===== config.mk =====
export PLATFORM = sky130hd
export DESIGN_NAME = segmented_sieve_marker_top
export DESIGN_NICKNAME = d
export VERILOG_FILES = /design/src/sv/ssm_pkg.sv /design/src/sv/segmented_sieve_marker_top.sv /design/src/sv/ssm_queue.sv /design/src/sv/ssm_front.sv /design/src/sv/ssm_back.sv
export SDC_FILE = /design/constraint.sdc
export NUM_CORES = 2
export LEC_CHECK = 0
export BUFFER_PORTS_ARGS = -buffer_cell sky130_fd_sc_hd__clkbuf_2
export CORE_UTILIZATION = 35
export DETAILED_ROUTE_END_ITERATION = 12
export SLEW_MARGIN = 5
export SYNTH_ARGS = -nofsm -noshare
export SYNTH_HDL_FRONTEND = slang
export SYNTH_SLANG_ARGS = --single-unit

===== constraint.sdc =====
create_clock -name clk -period 23.8 [get_ports clk]
set_input_delay 7.14 -clock clk [delete_from_list [all_inputs] [get_ports clk]]
set_output_delay 7.14 -clock clk [all_outputs]
set_load 0.03 [all_outputs]

===== src/sv/ssm_pkg.sv =====
`default_nettype none

package ssm_pkg;

	// Field widths.
	localparam int TOP_W  = 31;
	localparam int LEN_W  = 10;
	localparam int CMD_W  = 2;
	localparam int STAT_W = 2;
	// A sieving prime whose square stays within TOP_W bits fits in this many bits.
	localparam int ROOT_W = 16;

	// Default sizes.
	localparam int SEG_SIZE_DEF = 1024;
	localparam int MID_DEPTH    = 4;
	localparam int OUT_DEPTH    = 2;

	// Configuration register indexes.
	localparam int CFG_IDX_W = 1;
	localparam logic [CFG_IDX_W-1:0] REG_TOP = 1'd0;
	localparam logic [CFG_IDX_W-1:0] REG_LEN = 1'd1;

	// Register reset values.
	localparam logic [TOP_W-1:0] TOP_RST = 31'd1023;
	localparam logic [LEN_W-1:0] LEN_RST = 10'd1023;

	// Command codes.
	localparam logic [CMD_W-1:0] CMD_INIT   = 2'd0;
	localparam logic [CMD_W-1:0] CMD_STRIKE = 2'd1;
	localparam logic [CMD_W-1:0] CMD_QUERY  = 2'd2;
	localparam logic [CMD_W-1:0] CMD_NOP    = 2'd3;

	// Status codes.
	localparam logic [STAT_W-1:0] STAT_DONE    = 2'd0;
	localparam logic [STAT_W-1:0] STAT_IGNORED = 2'd1;
	localparam logic [STAT_W-1:0] STAT_RANGE   = 2'd2;

	// Operations after classification by the front end.
	typedef enum logic [2:0] {
		OP_NOP,
		OP_INIT,
		OP_STRIKE,
		OP_IGNORE,
		OP_QUERY,
		OP_BADQ
	} op_t;

	// Work item handed from the front end to the back end.
	typedef struct packed {
		op_t              op;
		logic [TOP_W-1:0] operand;
	} work_t;

	// Result item.
	typedef struct packed {
		logic [TOP_W-1:0]  number;
		logic              is_prime;
		logic [STAT_W-1:0] status;
	} res_t;

	// Window geometry derived from the configuration registers.
	typedef struct packed {
		logic [TOP_W-1:0] top;
		logic [TOP_W-1:0] low;
		logic [TOP_W-1:0] span_m1;
	} win_t;

endpackage

`default_nettype wire


===== src/sv/segmented_sieve_marker_top.sv =====
// Channel   Direction  Handshake               Payload
// input     in         push / full             cmd, operand
// result    out        pop / empty             number, is_prime, status
// config    in         cfg_valid / cfg_ready   cfg_index, cfg_data
//
// Each item gives exactly one result. A query reads one mark. A strike runs
// the 31-step remainder unit, then walks the struck entries of the window.
// Init writes every entry of the mark store, one mark store write per cycle.
// Ignored, out-of-range and unused commands go straight to the result.
// Reset clears the control state; queries report no prime until the first init.
// The input stage and a small queue keep taking items while the sequencer is
// busy or the result queue is full.
`default_nettype none

module segmented_sieve_marker_top #(
	parameter int SEG_SIZE = ssm_pkg::SEG_SIZE_DEF
) (
	input  wire logic                          clk,
	input  wire logic                          arst_n,
	input  wire logic                          push,
	output logic                               full,
	input  wire logic [ssm_pkg::CMD_W-1:0]     cmd,
	input  wire logic [ssm_pkg::TOP_W-1:0]     operand,
	input  wire logic                          pop,
	output logic                               empty,
	output logic [ssm_pkg::TOP_W-1:0]          number,
	output logic                               is_prime,
	output logic [ssm_pkg::STAT_W-1:0]         status,
	input  wire logic                          cfg_valid,
	output logic                               cfg_ready,
	input  wire logic [ssm_pkg::CFG_IDX_W-1:0] cfg_index,
	input  wire logic [ssm_pkg::TOP_W-1:0]     cfg_data
);

	import ssm_pkg::*;

	logic [TOP_W-1:0] seg_top_q;
	logic [LEN_W-1:0] seg_len_q;
	win_t             win_q;
	logic             len_over;
	logic             mid_push;
	work_t            mid_wdata;
	logic             mid_full;
	logic             mid_pop;
	work_t            mid_rdata;
	logic             mid_empty;
	logic             res_push;
	res_t             res_wdata;
	logic             res_full;
	res_t             res_rdata;

	assign cfg_ready = 1'b1;

	// Configuration registers.
	always_ff @(posedge clk or negedge arst_n) begin
		if (!arst_n) begin
			seg_top_q <= TOP_RST;
			seg_len_q <= LEN_RST;
		end else if (cfg_valid) begin
			unique case (cfg_index)
				REG_TOP: seg_top_q <= cfg_data;
				default: seg_len_q <= cfg_data[LEN_W-1:0];
			endcase
		end
	end

	// Window geometry; a length past the top pins the low end at zero.
	assign len_over = TOP_W'(seg_len_q) > seg_top_q;

	always_ff @(posedge clk or negedge arst_n) begin
		if (!arst_n) begin
			win_q.top     <= TOP_RST;
			win_q.low     <= TOP_RST - TOP_W'(LEN_RST);
			win_q.span_m1 <= TOP_W'(LEN_RST);
		end else begin
			win_q.top     <= seg_top_q;
			win_q.low     <= len_over ? '0 : seg_top_q - TOP_W'(seg_len_q);
			win_q.span_m1 <= len_over ? seg_top_q : TOP_W'(seg_len_q);
		end
	end

	ssm_front #(
		.SEG_SIZE (SEG_SIZE)
	) u_front (
		.clk     (clk),
		.arst_n  (arst_n),
		.push    (push),
		.full    (full),
		.cmd     (cmd),
		.operand (operand),
		.win     (win_q),
		.q_push  (mid_push),
		.q_data  (mid_wdata),
		.q_full  (mid_full)
	);

	ssm_queue #(
		.W     ($bits(work_t)),
		.DEPTH (MID_DEPTH)
	) u_mid_q (
		.clk     (clk),
		.arst_n  (arst_n),
		.wr_en   (mid_push),
		.wr_data (mid_wdata),
		.full    (mid_full),
		.rd_en   (mid_pop),
		.rd_data (mid_rdata),
		.empty   (mid_empty)
	);

	ssm_back #(
		.SEG_SIZE (SEG_SIZE)
	) u_back (
		.clk      (clk),
		.arst_n   (arst_n),
		.win      (win_q),
		.q_empty  (mid_empty),
		.q_data   (mid_rdata),
		.q_pop    (mid_pop),
		.out_full (res_full),
		.out_push (res_push),
		.out_data (res_wdata)
	);

	ssm_queue #(
		.W     ($bits(res_t)),
		.DEPTH (OUT_DEPTH)
	) u_res_q (
		.clk     (clk),
		.arst_n  (arst_n),
		.wr_en   (res_push),
		.wr_data (res_wdata),
		.full    (res_full),
		.rd_en   (pop),
		.rd_data (res_rdata),
		.empty   (empty)
	);

	assign number   = res_rdata.number;
	assign is_prime = res_rdata.is_prime;
	assign status   = res_rdata.status;

endmodule

`default_nettype wire


===== src/sv/ssm_queue.sv =====
`default_nettype none

module ssm_queue #(
	parameter int W     = $bits(ssm_pkg::work_t),
	parameter int DEPTH = ssm_pkg::MID_DEPTH
) (
	input  wire logic         clk,
	input  wire logic         arst_n,
	input  wire logic         wr_en,
	input  wire logic [W-1:0] wr_data,
	output logic              full,
	input  wire logic         rd_en,
	output logic [W-1:0]      rd_data,
	output logic              empty
);

	localparam int AW = (DEPTH > 1) ? $clog2(DEPTH) : 1;
	localparam logic [AW-1:0] LAST = AW'(DEPTH - 1);

	logic [W-1:0]  slot_q [DEPTH];
	logic [AW-1:0] wr_ptr_q;
	logic [AW-1:0] rd_ptr_q;
	logic [AW:0]   fill_q;
	logic          do_wr;
	logic          do_rd;

	assign full    = (fill_q == (AW + 1)'(DEPTH));
	assign empty   = (fill_q == '0);
	assign do_wr   = wr_en && !full;
	assign do_rd   = rd_en && !empty;
	assign rd_data = slot_q[rd_ptr_q];

	// Pointers and fill level.
	always_ff @(posedge clk or negedge arst_n) begin
		if (!arst_n) begin
			wr_ptr_q <= '0;
			rd_ptr_q <= '0;
			fill_q   <= '0;
		end else begin
			if (do_wr) begin
				wr_ptr_q <= (wr_ptr_q == LAST) ? '0 : wr_ptr_q + 1'b1;
			end
			if (do_rd) begin
				rd_ptr_q <= (rd_ptr_q == LAST) ? '0 : rd_ptr_q + 1'b1;
			end
			if (do_wr && !do_rd) begin
				fill_q <= fill_q + 1'b1;
			end else if (do_rd && !do_wr) begin
				fill_q <= fill_q - 1'b1;
			end
		end
	end

	// Storage slots.
	always_ff @(posedge clk) begin
		if (do_wr) begin
			slot_q[wr_ptr_q] <= wr_data;
		end
	end

endmodule

`default_nettype wire


===== src/sv/ssm_front.sv =====
`default_nettype none

module ssm_front #(
	parameter int SEG_SIZE = ssm_pkg::SEG_SIZE_DEF
) (
	input  wire logic                      clk,
	input  wire logic                      arst_n,
	input  wire logic                      push,
	output logic                           full,
	input  wire logic [ssm_pkg::CMD_W-1:0] cmd,
	input  wire logic [ssm_pkg::TOP_W-1:0] operand,
	input  wire ssm_pkg::win_t             win,
	output logic                           q_push,
	output ssm_pkg::work_t                 q_data,
	input  wire logic                      q_full
);

	import ssm_pkg::*;

	localparam logic [31:0] SEG_SIZE_W = 32'(SEG_SIZE);

	logic                 v_s1;
	logic [CMD_W-1:0]     cmd_s1;
	logic [TOP_W-1:0]     opnd_s1;
	logic [2*ROOT_W-1:0]  sq_s1;
	logic                 hi_s1;
	logic                 in_acc;
	logic                 bad_prime;
	logic                 bad_offset;

	assign full   = v_s1 && q_full;
	assign in_acc = push && !full;
	assign q_push = v_s1 && !q_full;

	// Stage valid: filled on accept, emptied when the queue takes the item.
	always_ff @(posedge clk or negedge arst_n) begin
		if (!arst_n) begin
			v_s1 <= 1'b0;
		end else if (in_acc) begin
			v_s1 <= 1'b1;
		end else if (q_push) begin
			v_s1 <= 1'b0;
		end
	end

	// Capture the item and the square of the low half of the operand.
	always_ff @(posedge clk) begin
		if (in_acc) begin
			cmd_s1  <= cmd;
			opnd_s1 <= operand;
			sq_s1   <= (2*ROOT_W)'(operand[ROOT_W-1:0]) * (2*ROOT_W)'(operand[ROOT_W-1:0]);
			hi_s1   <= |operand[TOP_W-1:ROOT_W];
		end
	end

	// A prime is ignored below two or when its square passes the top.
	assign bad_prime  = (opnd_s1 < TOP_W'(2)) || hi_s1 || (sq_s1 > {1'b0, win.top});
	assign bad_offset = (opnd_s1 > win.span_m1) || ({1'b0, opnd_s1} >= SEG_SIZE_W);

	// Classify the staged item.
	always_comb begin
		q_data.operand = opnd_s1;
		unique case (cmd_s1)
			CMD_INIT: begin
				q_data.op = OP_INIT;
			end
			CMD_STRIKE: begin
				q_data.op = bad_prime ? OP_IGNORE : OP_STRIKE;
			end
			CMD_QUERY: begin
				q_data.op = bad_offset ? OP_BADQ : OP_QUERY;
			end
			default: begin
				q_data.op = OP_NOP;
			end
		endcase
	end

endmodule

`default_nettype wire


===== src/sv/ssm_back.sv =====
`default_nettype none

module ssm_back #(
	parameter int SEG_SIZE = ssm_pkg::SEG_SIZE_DEF
) (
	input  wire logic           clk,
	input  wire logic           arst_n,
	input  wire ssm_pkg::win_t  win,
	input  wire logic           q_empty,
	input  wire ssm_pkg::work_t q_data,
	output logic                q_pop,
	input  wire logic           out_full,
	output logic                out_push,
	output ssm_pkg::res_t       out_data
);

	import ssm_pkg::*;

	localparam int IDX_W = $clog2(SEG_SIZE);
	localparam int KW    = ((IDX_W + 1 > ROOT_W + 1) ? IDX_W + 1 : ROOT_W + 1) + 1;
	localparam logic [31:0]      SEG_SIZE_W = 32'(SEG_SIZE);
	localparam logic [IDX_W-1:0] IDX_LAST   = IDX_W'(SEG_SIZE - 1);

	localparam logic [2:0] S_IDLE  = 3'd0;
	localparam logic [2:0] S_INIT  = 3'd1;
	localparam logic [2:0] S_DIV   = 3'd2;
	localparam logic [2:0] S_START = 3'd3;
	localparam logic [2:0] S_WALK  = 3'd4;
	localparam logic [2:0] S_READ  = 3'd5;
	localparam logic [2:0] S_QRES  = 3'd6;
	localparam logic [2:0] S_DONE  = 3'd7;

	logic [2:0]        state_q;
	logic [2:0]        state_d;
	logic              init_seen_q;
	logic [TOP_W-1:0]  operand_q;
	logic [ROOT_W-1:0] p_q;
	logic [TOP_W-1:0]  div_q;
	logic [ROOT_W-1:0] rem_q;
	logic [4:0]        cnt_q;
	logic [KW-1:0]     k_q;
	logic [IDX_W-1:0]  idx_q;
	logic              rd_q;
	res_t              res_q;
	logic              mark_q [SEG_SIZE];

	logic [ROOT_W:0]   rem_sh;
	logic              rem_ge;
	logic [ROOT_W-1:0] rem_nx;
	logic [ROOT_W:0]   two_p;
	logic              low_lt;
	logic [KW-1:0]     k_start;
	logic              k_in;
	logic [TOP_W-1:0]  q_number;
	logic              mem_we;
	logic              mem_wd;
	logic [IDX_W-1:0]  mem_addr;

	assign q_pop    = (state_q == S_IDLE) && !q_empty;
	assign out_push = (state_q == S_DONE) && !out_full;
	assign out_data = res_q;

	// One restoring step of low mod p.
	assign rem_sh = {rem_q, div_q[TOP_W-1]};
	assign rem_ge = rem_sh >= {1'b0, p_q};
	assign rem_nx = rem_ge ? ROOT_W'(rem_sh - {1'b0, p_q}) : rem_sh[ROOT_W-1:0];

	// First offset to strike: 2p when the window starts below it, else the
	// first multiple of p at or past the window's low end.
	assign two_p  = {p_q, 1'b0};
	assign low_lt = win.low < TOP_W'(two_p);
	always_comb begin
		if (low_lt) begin
			k_start = KW'(two_p - win.low[ROOT_W:0]);
		end else if (rem_q == '0) begin
			k_start = '0;
		end else begin
			k_start = KW'(p_q - rem_q);
		end
	end

	// The walk stays inside the window and inside the store.
	assign k_in = (TOP_W'(k_q) <= win.span_m1) && (32'(k_q) < SEG_SIZE_W);

	assign q_number = win.low + operand_q;

	// Mark store port.
	always_comb begin
		mem_we   = 1'b0;
		mem_wd   = 1'b0;
		mem_addr = operand_q[IDX_W-1:0];
		unique case (state_q)
			S_INIT: begin
				mem_we   = 1'b1;
				mem_wd   = 1'b1;
				mem_addr = idx_q;
			end
			S_WALK: begin
				mem_we   = k_in;
				mem_addr = k_q[IDX_W-1:0];
			end
			default: begin
			end
		endcase
	end

	always_ff @(posedge clk) begin
		if (mem_we) begin
			mark_q[mem_addr] <= mem_wd;
		end
		rd_q <= mark_q[mem_addr];
	end

	// Sequencer next state.
	always_comb begin
		state_d = state_q;
		unique case (state_q)
			S_IDLE: begin
				if (!q_empty) begin
					unique case (q_data.op)
						OP_INIT:   state_d = S_INIT;
						OP_STRIKE: state_d = S_DIV;
						OP_QUERY:  state_d = S_READ;
						default:   state_d = S_DONE;
					endcase
				end
			end
			S_INIT: begin
				if (idx_q == IDX_LAST) begin
					state_d = S_DONE;
				end
			end
			S_DIV: begin
				if (cnt_q == '0) begin
					state_d = S_START;
				end
			end
			S_START: begin
				state_d = S_WALK;
			end
			S_WALK: begin
				if (!k_in) begin
					state_d = S_DONE;
				end
			end
			S_READ: begin
				state_d = S_QRES;
			end
			S_QRES: begin
				state_d = S_DONE;
			end
			default: begin
				if (!out_full) begin
					state_d = S_IDLE;
				end
			end
		endcase
	end

	// Control state; the init flag gates marks that were never filled.
	always_ff @(posedge clk or negedge arst_n) begin
		if (!arst_n) begin
			state_q     <= S_IDLE;
			init_seen_q <= 1'b0;
		end else begin
			state_q <= state_d;
			if ((state_q == S_INIT) && (idx_q == IDX_LAST)) begin
				init_seen_q <= 1'b1;
			end
		end
	end

	// Datapath registers.
	always_ff @(posedge clk) begin
		unique case (state_q)
			S_IDLE: begin
				operand_q      <= q_data.operand;
				p_q            <= q_data.operand[ROOT_W-1:0];
				div_q          <= win.low;
				rem_q          <= '0;
				cnt_q          <= 5'(TOP_W - 1);
				idx_q          <= '0;
				res_q.number   <= '0;
				res_q.is_prime <= 1'b0;
				if (q_data.op == OP_IGNORE) begin
					res_q.status <= STAT_IGNORED;
				end else if (q_data.op == OP_BADQ) begin
					res_q.status <= STAT_RANGE;
				end else begin
					res_q.status <= STAT_DONE;
				end
			end
			S_INIT: begin
				idx_q <= idx_q + 1'b1;
			end
			S_DIV: begin
				rem_q <= rem_nx;
				div_q <= {div_q[TOP_W-2:0], 1'b0};
				cnt_q <= cnt_q - 1'b1;
			end
			S_START: begin
				k_q <= k_start;
			end
			S_WALK: begin
				k_q <= k_q + KW'(p_q);
			end
			S_QRES: begin
				res_q.number   <= q_number;
				res_q.is_prime <= init_seen_q && rd_q && (q_number > TOP_W'(1));
				res_q.status   <= STAT_DONE;
			end
			default: begin
			end
		endcase
	end

endmodule

`default_nettype wire


==> results.ini <==
[clock_tree]
ctsHoldBuffers = 0
clockBufferDepth = 3
clock_sinks = 1588
clkLatencyLatePin_ps = 860
clk_pin_slew_ps = 60
post_cts_buffers = 0
htreeDepth = 4
cts_tree = built
cts_buffers = 171
cts.repair.resized = 0
root_buffer = clkbuf_16

[worst_setup_path]
slowest_stage = a2111oi_0
worst-path-buf-inv = 8
cp-start-kind = input port
path_depth = 26
worst-setup-path-type = in -> reg
ff2ff_path_depth = 13
crit_family = adder cells
crit_top_cell = inv_1
required_ps = 24380
worstPathArrival_ps = 14450
cp_max_fo = 13
endpoint_kind = flip-flop
r2r_slack_ps = 16890
cpPeakStageDelay_ps = 850

[routing]
vias = 52500
wl_per_cell_um = 23.0
firstDrtPassIters = 5
wirelength_um = 225000
drcViolationCount = 0
ant_nets = 0
drtIter0Drc = 5691
avgViaCountPerCell = 5.36

[die]
fp.dieW_um = 480
dieArea_um2 = 230000
core_um2 = 226000
num_io_pins = 107
die_height_um = 480
start_util_pct = 35.4
num_rows = 174

[grt]
grt_pass1_vias = 51800
antenna_found_initial = 15
grt_util_all_layers_pct = 19.2
use_met1_pct = 25.8
grt_pass1_wl_um = 332000
grt_max_degree = 293
grt-ovfl-total = 0
top_usage_layer = met2
grtUsageMet2_pct = 31.6
grt_use_met3_pct = 2.79

[cells_and_area]
layout_commonest_cell = edfxtp_1
final_nets = 7196
utilization_pct = 39.6
drive_gt1_share_pct = 10.4
mostFrequentLayoutCells = edfxtp_1, nor2_1, mux2i_1, nand2_1, inv_1
syn2layout_area_growth_pct = 12.1

[logic_synthesis]
ys.flop_type = edfxtp_1
postSynthCellCount = 6609
ys_types = 84
synth_edf_count = 1437
ys_seq_area_share_pct = 58.9
yosysWarningCount = 0
synthesis.area_um2 = 79800
avgSynthCellArea_um2 = 12.1
synth_seq_cells = 1588
synth-async-reset-ratio_pct = 9.45

[sta]
finalHoldViolCount = 0
finClkSkew_ps = 74.0
finalCritPeriodShare_pct = 58.3
fmax_ghz = 0.0721
slew_headroom_pct = 22.5
rsz0062_at_grt = no
tightest_slew_ps = 1160
layout_min_cycle_time_ps = 13860
setup_violations = 0
maxSlewViolCount = 0
tns_ps = 0

[place]
gp_congestion = 0.877
io_buffers = 105
dpl.hpwl_um = 135000

[worst_hold_path]
hp-class = reg -> reg
holdPathStages = 0

[power_and_ir_drop]
pwr-share-seq_pct = 33.9
ir_drop_mv = 0.135
pwr-share-comb_pct = 42.0
p_int_w = 0.00680
power_leakage_nw = 32.6
power_switching_w = 0.00428
p_per_area_nw_per_um2 = 124
switching_share_pct = 38.6
clockPowerShare_pct = 24.1

[status]
status = complete, no violations

[run]
maxCapViolations = 0

flip-flops by register name, indices dropped and copies added (netlist names), 18 cells and up:
signal	flops
u_back.out_data	34
u_back.div_q	31
u_back.mark_q	1024
win_q	93
seg_top_q	31
u_front.opnd_s1	30
u_mid_q.slot_q	136
u_front.sq_s1	31
u_back.k_q	18
u_res_q.slot_q	68
synth_stat cells, types with 43 or more instances:
cell type,count,area (um^2)
edfxtp_1,1437,43200
nor2_1,1236,4640
mux2i_1,461,4610
nand2_1,444,1670
inv_1,429,1610
ha_1,309,3870
clkbuf_1,239,897
o22ai_1,221,1380
a21oi_1,171,856
fa_1,169,3380
dfrtp_1,110,2750
o21ai_0,108,541
nor4_1,96,601
nand3_1,94,470
xnor2_1,92,806
mux2_2,85,957
buf_2,80,400
nor3_1,73,365
a21o_1,57,428
nand4_1,57,357
o21bai_1,52,390
xor2_1,46,403
and2_1,43,269
power groups by stage:
stage | clock network, W | registers, W | logic, W
detailed placement | 0 | 0.00381 | 0.00462
global placement | 0 | 0.00380 | 0.00458
CTS | 0.00270 | 0.00376 | 0.00464
global route | 0.00281 | 0.00378 | 0.00507
finish | 0.00267 | 0.00376 | 0.00465
floorplan | 0 | 0.00387 | 0.00336
cell families (layout without fill, tap and decap cells):
logic type	after synthesis	count (layout)	synth area share (%)
flip-flops	1588	1588	58.9
buffers and inverters	810	975	4.21
other	2	25	0.00941
XOR/XNOR	138	138	1.51
adder cells (fa/ha/maj)	478	478	9.08
AND/OR/NAND/NOR	2203	2203	11.8
AO/OA/AOI/OAI	806	806	6.49
multiplexers	584	584	8.00
metrics by stage:
stage	hold WS, ps	cells	setup slack (ps)	total power [W]	instance area, um^2
floorplan	359	6629	2870	0.00723	79900
finish	377	9789	9940	0.0111	89500
detailed placement	366	9467	9150	0.00843	83800
global placement	366	9467	9190	0.00838	83800
global route	381	9787	9600	0.0117	89500
CTS	378	9786	10030	0.0111	89500
worst reg2reg max path: stages (launching register included):
cell      delay, ps
edfxtp_1        780
inv_1           340
nand2_1         210
and3_4          730
buf_12          650
buf_4           910
buf_4           880
mux2i_1         310
o22ai_1         110
nor4_1          410
a21oi_1         160
nor3_1          480
nand4_1         240
or4b_1          570
layer usage:
metal	wire length, um	vias up	part of all wire, %
li1	-	23600	-
met1	95400	26600	42
met2	107000	1886	48
met3	15400	399	6.8
met4	6980	22	3.1
met5	129	-	0.057
final cells by class:
class | count | area (um^2)
Antenna cell | 3 | 7.51
Sequential cell | 1588 | 47000
Multi-Input combinational cell | 4231 | 30000
Inverter | 430 | 1620
Tap cell | 2992 | 3740
Fill cell | 21300 | 136000
Timing Repair Buffer | 226 | 1500
Clock buffer | 228 | 4570
Clock inverter | 91 | 1060
path summary, 6_finish.rpt:
check                                              start                         endpoint
worst max-delay path                          operand[3]      u_front.sq_s1[31]$_DFFE_PP_
min in group asynchronous                         arst_n  u_mid_q.wr_ptr_q[0]$_DFFE_PN0P_
worst max register to register   u_back.p_q[1]$_DFFE_PP_              u_back.rd_q$_DFF_P_
worst min-delay path            seg_top_q[0]$_DFFE_PN1P_              win_q[62]$_DFF_PN1_
worst min register to register  seg_top_q[0]$_DFFE_PN1P_              win_q[62]$_DFF_PN1_
max in group asynchronous                         arst_n              win_q[38]$_DFF_PN0_
Note: power is estimated with default switching activity, not from simulation.
